**config.mk**
```make
export PLATFORM = sky130hd
export DESIGN_NAME = byte_pattern_scanner_top
export DESIGN_NICKNAME = d
export VERILOG_FILES = /design/src/design/bps_pkg.sv /design/src/design/bps_cell.sv /design/src/design/bps_out_buf.sv /design/src/design/byte_pattern_scanner_top.sv
export SDC_FILE = /design/constraint.sdc
export NUM_CORES = 2
export LEC_CHECK = 0
export BUFFER_PORTS_ARGS = -buffer_cell sky130_fd_sc_hd__clkbuf_2
export CORE_MARGIN = 2
export CORE_UTILIZATION = 54
export CTS_BUF_LIST = sky130_fd_sc_hd__clkbuf_4
export DETAILED_ROUTE_END_ITERATION = 8
export PLACE_DENSITY = 0.76
export REMOVE_ABC_BUFFERS = 1
export SLEW_MARGIN = 20
export SYNTH_ARGS = -nofsm -noshare
export SYNTH_HDL_FRONTEND = slang
export SYNTH_HIERARCHICAL = 1
export SYNTH_SLANG_ARGS = --single-unit
```
**constraint.sdc**
```tcl
create_clock -name clk -period 22.3 [get_ports clk]
set_input_delay 3.345 -clock clk [delete_from_list [all_inputs] [get_ports clk]]
set_output_delay 3.345 -clock clk [all_outputs]
set_load 0.05 [all_outputs]
```
**src/design/bps_pkg.sv**
```systemverilog
// ----------------------------------------------------------------------------
// bps_pkg: shared types and constants of the byte pattern scanner
// Widths of the stream, result and configuration fields, register indexes.
// ----------------------------------------------------------------------------
package bps_pkg;

  localparam int PATTERN_MAX    = 32;
  localparam int HIST_DEPTH     = PATTERN_MAX - 1;
  localparam int LEN_W          = 6;
  localparam int IDX_W          = 5;
  localparam int BYTE_W         = 8;
  localparam int ADDR_W         = 64;
  localparam int REGION_W       = 16;
  localparam int OFFSET_W       = 32;
  localparam int PATTERN_WORD_W = 64;
  localparam int PATTERN_WORDS  = 4;
  localparam int CFG_INDEX_W    = 3;
  localparam int CFG_DATA_W     = 64;

  typedef logic [CFG_INDEX_W-1:0] cfg_index_t;

  localparam cfg_index_t REG_PATTERN_LENGTH = 3'd0;
  localparam cfg_index_t REG_PATTERN_WORD_0 = 3'd1;
  localparam cfg_index_t REG_PATTERN_WORD_1 = 3'd2;
  localparam cfg_index_t REG_PATTERN_WORD_2 = 3'd3;
  localparam cfg_index_t REG_PATTERN_WORD_3 = 3'd4;

  typedef struct packed {
    logic [BYTE_W-1:0]   data_byte;
    logic                block_first;
    logic [ADDR_W-1:0]   base_address;
    logic [REGION_W-1:0] region_index;
  } scan_in_t;

  typedef struct packed {
    logic [ADDR_W-1:0]   start_address;
    logic [REGION_W-1:0] match_region;
  } scan_out_t;

  // Control shared by every history cell
  typedef struct packed {
    logic advance;
    logic clear;
  } cell_ctrl_t;

endpackage

```
**src/design/bps_cell.sv**
```systemverilog
// ----------------------------------------------------------------------------
// bps_cell: one history cell of the scan window
// Holds one past byte of the block, compares it to its aligned pattern byte
// and passes it on to the next cell on every transfer.
// ----------------------------------------------------------------------------
module bps_cell
  import bps_pkg::*;
(
  input  logic              clk,
  input  logic              rst,
  input  cell_ctrl_t        ctrl,
  input  logic [BYTE_W-1:0] byte_in,
  input  logic              valid_in,
  input  logic [BYTE_W-1:0] ref_byte,
  input  logic              active,
  output logic [BYTE_W-1:0] byte_out,
  output logic              valid_out,
  output logic              hit
);

  logic [BYTE_W-1:0] hist_byte;
  logic              hist_valid;

  // A new block empties the window before the current byte is checked
  assign valid_out = hist_valid & ~ctrl.clear;
  assign byte_out  = hist_byte;
  assign hit       = ~active | (valid_out & (hist_byte == ref_byte));

  always_ff @(posedge clk) begin
    if (rst) begin
      hist_valid <= 1'b0;
    end else if (ctrl.advance) begin
      hist_valid <= valid_in;
    end
  end

  always_ff @(posedge clk) begin
    if (ctrl.advance) begin
      hist_byte <= byte_in;
    end
  end

endmodule

```
**src/design/bps_out_buf.sv**
```systemverilog
// ----------------------------------------------------------------------------
// bps_out_buf: two-entry result buffer
// Output register plus skid register, so the scanner keeps taking bytes
// while a result waits at the output.
// ----------------------------------------------------------------------------
module bps_out_buf
  import bps_pkg::*;
(
  input  logic      clk,
  input  logic      rst,
  input  logic      push,
  input  scan_out_t push_item,
  output logic      space,
  output logic      out_valid,
  input  logic      out_ready,
  output scan_out_t out_item
);

  logic      skid_valid;
  scan_out_t skid_item;
  logic      pop;

  assign pop   = out_valid & out_ready;
  assign space = ~skid_valid;

  always_ff @(posedge clk) begin
    if (rst) begin
      out_valid  <= 1'b0;
      skid_valid <= 1'b0;
    end else begin
      if (!out_valid) begin
        out_valid <= push;
      end else if (pop) begin
        if (skid_valid) begin
          skid_valid <= push;
        end else begin
          out_valid <= push;
        end
      end else if (push) begin
        skid_valid <= 1'b1;
      end
    end
  end

  always_ff @(posedge clk) begin
    if (!out_valid || (pop && !skid_valid)) begin
      out_item <= push_item;
    end else if (pop) begin
      out_item <= skid_item;
    end
    // hold or refill the skid entry
    if ((out_valid && !pop && push) || (pop && skid_valid && push)) begin
      skid_item <= push_item;
    end
  end

endmodule

```
**src/design/byte_pattern_scanner_top.sv**
```systemverilog
// ----------------------------------------------------------------------------
// byte_pattern_scanner_top: exact byte string search over a block stream
// Reports every occurrence of the configured pattern, overlaps included.
// ----------------------------------------------------------------------------
// Usage:
//   in channel  : one scanned byte per transfer, with block start mark, block
//                 base address and region index.
//   out channel : one result per match: start address of the match and region.
//   cfg channel : register writes (length, four pattern words); always ready.
//                 Write only while no result is outstanding.
// Throughput: one byte per cycle while in_ready is high. The window is a chain
//   of 31 history cells shifting on every transfer, all compared against the
//   aligned pattern in the cycle the byte arrives.
// Result: the byte that ends a match pushes its result into the output buffer.
// Stall: a two-entry output buffer keeps in_ready high while one result
//   waits; in_ready drops only with two results pending.
// Reset: length 1, pattern zero, window empty, block offset zero, output empty.
// ----------------------------------------------------------------------------
module byte_pattern_scanner_top
  import bps_pkg::*;
(
  input  logic                  clk,
  input  logic                  rst,
  input  logic                  in_valid,
  output logic                  in_ready,
  input  scan_in_t              in_item,
  output logic                  out_valid,
  input  logic                  out_ready,
  output scan_out_t             out_item,
  input  logic                  cfg_valid,
  output logic                  cfg_ready,
  input  cfg_index_t            cfg_index,
  input  logic [CFG_DATA_W-1:0] cfg_data
);

  logic [LEN_W-1:0]                     pattern_length;
  logic [PATTERN_WORD_W-1:0]            pattern_word [PATTERN_WORDS];
  logic [PATTERN_MAX-1:0][BYTE_W-1:0]   pattern_bytes;
  logic [LEN_W-1:0]                     len_eff;
  logic [PATTERN_MAX-1:0]               active;
  logic [PATTERN_MAX-1:0][BYTE_W-1:0]   ref_byte;
  logic [PATTERN_MAX-1:0][BYTE_W-1:0]   chain_byte;
  logic [PATTERN_MAX-1:0]               chain_valid;
  logic [PATTERN_MAX-1:0]               hits;
  logic [OFFSET_W-1:0]                  block_offset;
  logic [OFFSET_W-1:0]                  off_cur;
  logic [OFFSET_W-1:0]                  span;
  logic                                 accept;
  logic                                 match;
  cell_ctrl_t                           cell_ctrl;
  scan_out_t                            result;

  assign cfg_ready = 1'b1;
  assign accept    = in_valid & in_ready;

  always_ff @(posedge clk) begin
    if (rst) begin
      pattern_length <= LEN_W'(1);
      for (int i = 0; i < PATTERN_WORDS; i++) begin
        pattern_word[i] <= '0;
      end
    end else if (cfg_valid && cfg_ready) begin
      case (cfg_index)
        REG_PATTERN_LENGTH: pattern_length  <= cfg_data[LEN_W-1:0];
        REG_PATTERN_WORD_0: pattern_word[0] <= cfg_data;
        REG_PATTERN_WORD_1: pattern_word[1] <= cfg_data;
        REG_PATTERN_WORD_2: pattern_word[2] <= cfg_data;
        REG_PATTERN_WORD_3: pattern_word[3] <= cfg_data;
        default: ;
      endcase
    end
  end

  assign pattern_bytes = {pattern_word[3], pattern_word[2], pattern_word[1], pattern_word[0]};
  assign len_eff = (pattern_length > LEN_W'(PATTERN_MAX)) ? LEN_W'(PATTERN_MAX)
                                                          : pattern_length;

  // Cell k sees the byte k places back; it must equal pattern byte len-1-k
  for (genvar k = 0; k < PATTERN_MAX; k++) begin : g_align
    logic [LEN_W-1:0] idx;
    assign active[k]   = LEN_W'(k) < len_eff;
    assign idx         = LEN_W'(len_eff - LEN_W'(k) - LEN_W'(1));
    assign ref_byte[k] = pattern_bytes[idx[IDX_W-1:0]];
  end

  assign cell_ctrl.advance = accept;
  assign cell_ctrl.clear   = in_item.block_first;

  assign chain_byte[0]  = in_item.data_byte;
  assign chain_valid[0] = 1'b1;
  assign hits[0]        = ~active[0] | (in_item.data_byte == ref_byte[0]);

  for (genvar k = 1; k < PATTERN_MAX; k++) begin : g_cell
    bps_cell u_cell (
      .clk       (clk),
      .rst       (rst),
      .ctrl      (cell_ctrl),
      .byte_in   (chain_byte[k-1]),
      .valid_in  (chain_valid[k-1]),
      .ref_byte  (ref_byte[k]),
      .active    (active[k]),
      .byte_out  (chain_byte[k]),
      .valid_out (chain_valid[k]),
      .hit       (hits[k])
    );
  end

  assign match = (len_eff != '0) & (&hits);

  // Offset of the current byte; saturate at the top
  assign off_cur = in_item.block_first ? '0 : block_offset;

  always_ff @(posedge clk) begin
    if (rst) begin
      block_offset <= '0;
    end else if (accept) begin
      block_offset <= (&off_cur) ? off_cur : off_cur + OFFSET_W'(1);
    end
  end

  // A hit implies off_cur >= len-1, so span never wraps
  assign span = off_cur - OFFSET_W'(len_eff) + OFFSET_W'(1);
  assign result.start_address = in_item.base_address + ADDR_W'(span);
  assign result.match_region  = in_item.region_index;

  bps_out_buf u_out_buf (
    .clk       (clk),
    .rst       (rst),
    .push      (accept & match),
    .push_item (result),
    .space     (in_ready),
    .out_valid (out_valid),
    .out_ready (out_ready),
    .out_item  (out_item)
  );

endmodule

```
; ---- After elaboration in Yosys (flattened, before gate mapping)
; Memories as Yosys holds them, arrays and structs flattened.
; Index checks and enable logic that the tools add are counted.
[classes]
reduce_logical = 18
div = 0
shifts = 0
n_bitwise = 136
n_lt_le_gt_ge = 65
muxes = 97
multipliers = 0
eq_ne = 36
n_addsub = 66
[op_table]
columns = op, count
row1 = $bmux 8 s5, 32
row2 = $eq 8x8->1, 32
row3 = $mux 64, 4
row4 = $mux 8, 32
row5 = $lt 5x6->1 const B, 32
row6 = $mux 80, 2
row7 = $sub 5x1->5 const B, 32
row8 = $lt 5x6->1 const A, 16
row9 = $sub 5x5->5 const B, 16
row10 = $and 1x1->1, 66
row11 = $add 32x1->32 const B, 2
row12 = $add 64x32->64, 1
row13 = $mux 32, 2
row14 = $reduce_and 32->1, 2
row15 = $lt 4x6->1 const A, 8
row16 = $sub 5x4->5 const B, 8
row17 = $or 1x1->1, 36
row18 = $not 1->1, 34
row19 = $sub 32x6->32, 1
row20 = $lt 3x6->1 const A, 4
row21 = $mux 1, 24
row22 = $sub 5x3->5 const B, 4
row23 = $lt 1x6->1 const A, 2
row24 = $lt 2x6->1 const A, 2
row25 = other kinds (13), 24
[word_totals]
regBits = 479
in_bits = 161
latchBits = 0
ramBits = 256
memories = 1
word_cells = 489
output_inout_bits = 83
mem_bits_ro = 0
[mem_list]
columns = memory, words, word_bits, rd, rd_ports_with_merged_regs, write_ports, line_no
row1 = pattern_word, 4, 64, 4, 0, 4, byte_pattern_scanner_top.sv:37  ; logic [PATTERN_WORD_W-1:0] pattern_word [PATTERN_WORDS];

; ---- Logic depth before layout (Yosys ltp)
[depth]
ltp_word = 15
depth_mapped = 30
ltp_nobuf = 24

; ---- By module
; Netlist, hierarchy kept.
[by_module_without_submodules]
columns = module, cells_per_inst, area_per_inst_um2, seq_area_each_um2, instances
row1 = byte_pattern_scanner_top, 3245, 32498.7, 8448.1, 1
row2 = bps_cell, 24, 385.4, 260.2, 31
row3 = bps_out_buf, 261, 5891.9, 4844.6, 1

; ---- Worst setup path before layout
; Ideal clock, no wire load.
[synth_path]
kind = input-to-reg
startpoint = in in_valid
endpoint = reg block_offset[31]
cell_stages = 8
slack_ns = 10.610
setup_time_ns = 0.123
arrival_time_ns = 11.567
cell_sequence = nand2_1 inv_1 o31ai_1 nor4_2 nand4_1 nor3_2 nand4_1 mux2_1
[synth_between]
elab_chain_cells = 1
[synth_rtl]
columns = item, line_no
row1 = from (decl), byte_pattern_scanner_top.sv:24  ; input logic in_valid,
row2 = $and 1x1->1, byte_pattern_scanner_top.sv:54  ; assign accept = in_valid & in_ready;
row3 = named net accept, byte_pattern_scanner_top.sv:48  ; logic accept;
row4 = to (signal assigned), byte_pattern_scanner_top.sv:117  ; block_offset <= (&off_cur) ? off_cur : off_cur + OFFSET_W'(1);
row5 = to (decl), byte_pattern_scanner_top.sv:45  ; logic [OFFSET_W-1:0] block_offset;
; The timed path passes the listed nets, and every way through them passes these cells.
; A chain may end at the register's enable or synchronous reset.

==> impl_metrics.csv <==
group,metric,value,unit
power,p_leak,22.4,nW
synthesis,synth_top_area_frac,0.396,
sta,period_needed,9.44,ns
synthesis,yosysTopAreaCell,"edfxtp_1",
setup_path,critical_path_arrival,10.12,ns
routing,firstDrtPassIters,8,
grt,grt_pass1_vias,36000,
power,intPower,0.00262,W
synthesis,async_reset_ff_frac,0,
setup_path,cp_common_cell,"buf_4",
routing,wl_per_cell,26.1,um
power,netSwitchingPower,0.00128,W
power,combPwrFrac,0.258,
die,start_util,0.547,
cells_and_area,final_area,55400,um2
clocking,cts_root_buf,"clkbuf_4",
clocking,clkLatencyLatePin,1.15,ns
synthesis,synth.ff_latch_count,735,
synthesis,syn_avg_cell_area,11.8,um2
synthesis,synth_cells,4250,
synthesis,synth_edf_count,664,
routing,drc,0,
grt,grt_max_degree,133,
setup_path,endpoint_kind,"flip-flop",
routing,drt-met1-wl,59400,um
synthesis,synth.distinct_cells,84,
power,seq_power_share,0.423,
power,powerDensity,70.4,nW/um2
sta,layout_setup_ws,12.86,ns
setup_path,path_class,"flip-flop to flip-flop",
synthesis,synth_common_cells,"744 x nand2_1, 664 x edfxtp_1, 466 x mux2i_1",
sta,worst_pin_slew,1.23,ns
routing,finalWirelength,155000,um
synthesis,synth_top_family_by_area,"multiplexers",
setup_path,crit_required,22.97,ns
power,p_clk_frac,0.319,
die,die_y,309,um
place,gp_congestion,0.999,
setup_path,cp_top_family,"buffers and inverters",
cells_and_area,final_cell_count_no_fill,5935,
sta,finalHoldViolCount,0,
routing,drt_iter0_drc,4334,
setup_path,path_cells,"buf_4, inv_6, nand2_2, buf_4, ha_1, inv_1, o21ai_0, xnor2_4, buf_4, xor2_2, buf_4, inv_1, mux4_1, mux2_2, xnor2_1, nand4_1, o31ai_2, nand4_1, nor4_1, o2111ai_1, nor3_1, inv_1, nor2_4, buf_4",
clocking,clock_path_buffers,3,
synthesis,yosysSeqAreaShare,0.424,
sta,slew_violations,0,
place,place_hpwl,111000,um
run,maxCapViolCount,0,
status,status,"finished clean",
cells_and_area,utilization,0.602,
place,port_buffers,242,
die,die_area,95700,um2
setup_path,worstPathBufferInverterCount,9,
sta,grt_setup_unrepaired,"no",
place,placed_cells,5582,
synthesis,synth-simple-area-share,0.140,
die,fp.coreArea,92100,um2
grt,grt_pass1_wl,227000,um
synthesis,synthMuxAreaShare,0.262,
routing,met3_length,17000,um
synthesis,synth_area,50300,um2
grt,grt.overflow.total,0,
synthesis,yosys_warnings,6,
cells_and_area,nets,4808,
cells_and_area,area_growth,10.2,%
sta,setup_violations,0,
die,rows,111,
routing,num_vias,37300,
routing,top_layer,"met5",
place,dp_slack,11.97,ns
routing,ant_nets,0,
synthesis,yosysMostFrequentCell,"nand2_1",
die,die_w,309,um
hold_path,hp-class,"flip-flop to flip-flop",
routing,wl_met2,70900,um
clocking,cts_buffers,199,
grt,track_usage,0.322,
sta,fmax,106,MHz
setup_path,cpMaxStageDelayCell,"buf_4",
sta,fin_setup_tns,0,ns
clocking,cts_tree,"done",
die,io_pins,244,
clocking,post-cts-setup-buffers,0,
place,dpl-instance-area,52800,um2
synthesis,synth.area.top_cells,"edfxtp_1 40%, mux4_2 14%, mux2i_1 9.3%",
clocking,clk_pin_slew,0.07,ns
sta,post-route-period-util,0.423,
sta,skew,0.0981,ns
cells_and_area,drive_gt1_frac,0.252,
synthesis,synthFlopType,"edfxtp_1",
grt,grt_antenna_before_repair,3,
setup_path,worstPathMaxFanout,80,
setup_path,crit_path_max_incr_delay,0.84,ns
synthesis,synth_xor_area_frac,0.0709,
power,p_sw_frac,0.328,
clocking,holdBufCountCts,0,
power,vdd_drop_max,0.0463,mV
routing,vias_per_cell,6.29,
setup_path,critPathLaunchType,"flip-flop",
synthesis,synth_compound_area_frac,0.0471,
synthesis,synth_fa_ha_area_frac,0.0266,
sta,max-slew-margin-rel,0.173,
clocking,htreeDepth,4,
clocking,post_cts_resize_count,0,
clocking,clock-sinks,735,
stage by stage:
step / hold WS, ns / total power (W)
6_report: 0.405 / 0.00390
3_5_place_dp: 0.456 / 0.00266
2_1_floorplan: 0.449 / 0.00236
4_1_cts: 0.406 / 0.00390
3_3_place_gp: 0.451 / 0.00264
5_1_grt: 0.439 / 0.00404
state kept, by name, indices dropped and copies added, names as in the netlist:
name,count
block_offset,32
g_cell.u_cell/byte_out,248
g_cell.u_cell/hist_valid,31
pattern_length,6
pattern_word,256
u_out_buf/out_item,80
u_out_buf/out_valid,1
u_out_buf/skid_item,80
u_out_buf/skid_valid,1
cells in the final DEF (no fill, tap or decap), types with 6 or more instances in the layout:
| cell type | instances |
|---|---|
| nor3_1 | 16 |
| xor2_1 | 52 |
| mux2i_1 | 466 |
| o31ai_2 | 31 |
| xnor2_2 | 13 |
| clkinv_1 | 40 |
| o21bai_1 | 9 |
| inv_1 | 85 |
| nand2b_1 | 41 |
| mux4_1 | 6 |
| mux4_2 | 303 |
| mux2_2 | 126 |
| dfxtp_1 | 71 |
| a21o_1 | 23 |
| clkbuf_4 | 295 |
| buf_4 | 73 |
| nand2_1 | 741 |
| xnor2_1 | 332 |
| clkbuf_2 | 240 |
| o21ai_0 | 45 |
| nor2_1 | 124 |
| nor2b_1 | 15 |
| mux2_1 | 8 |
| nor2b_4 | 34 |
| and2_1 | 288 |
| a31oi_1 | 40 |
| and3_1 | 10 |
| or3_1 | 6 |
| nand4_1 | 62 |
| ha_1 | 102 |
| or2_2 | 6 |
| a21oi_1 | 78 |
| edfxtp_1 | 664 |
| o21a_1 | 11 |
| nand3_1 | 69 |
| a211oi_1 | 40 |
layout make-up:
| class | count | area, um2 |
|---|---|---|
| fillers | 7548 | 36600 |
| multi-input cells | 3199 | 27800 |
| flip-flops and latches | 735 | 21400 |
| clock buffers | 295 | 2210 |
| repair buffers | 315 | 1770 |
| well taps | 1243 | 1560 |
| inverters | 91 | 367 |
| clock inverters | 54 | 327 |
| diodes | 3 | 7.51 |
worst reg2reg max path, cell delays in order (launching register included):
cell and delay [ns]:
dfxtp_1 0.39, buf_4 0.38, inv_6 0.15, nand2_2 0.42
buf_4 0.54, ha_1 0.41, inv_1 0.18, o21ai_0 0.47
xnor2_4 0.16, buf_4 0.56, xor2_2 0.78, buf_4 0.35
inv_1 0.10, mux4_1 0.47, mux2_2 0.31, xnor2_1 0.16
nand4_1 0.32, o31ai_2 0.31, nand4_1 0.14, nor4_1 0.28
o2111ai_1 0.16, nor3_1 0.70, inv_1 0.23, nor2_4 0.14
buf_4 0.84
final timing paths:
| path | from | end | slack [ns] | cells past startpoint |
|---|---|---|---|---|
| worst max-delay path | pattern_length[5] | u_out_buf/skid_item[2] | 12.86 | 24 |
| worst min-delay path | g_cell[4].u_cell/byte_out[5] | g_cell[5].u_cell/byte_out[5] | 0.41 | 0 |
| worst max register to register | pattern_length[5] | u_out_buf/skid_item[2] | 12.86 | 24 |
| worst min register to register | g_cell[4].u_cell/byte_out[5] | g_cell[5].u_cell/byte_out[5] | 0.41 | 0 |
power by group through the flow:
stage                     clock, W  combinational (W)  sequential [W]
after detailed placement         0           0.000979         0.00168
after floorplan                  0           0.000627         0.00174
after CTS                  0.00126           0.000984         0.00165
after global routing       0.00133            0.00105         0.00166
after global placement           0           0.000965         0.00167
final                      0.00124            0.00101         0.00165
metal layers:
layer,GRT usage,vias to the layer above
li1,-,16400
met1,0.425,18300
met2,0.509,2246
met3,0.0740,395
met4,0.148,2
met5,0,-
logic make-up after synthesis:
family	Yosys count
compound gates	332
xor+xnor	404
fa+ha+maj	106
buf+inv	317
flops	735
mux	910
other cells	1
simple gates	1445
Note: power is estimated with default switching activity, not from simulation.
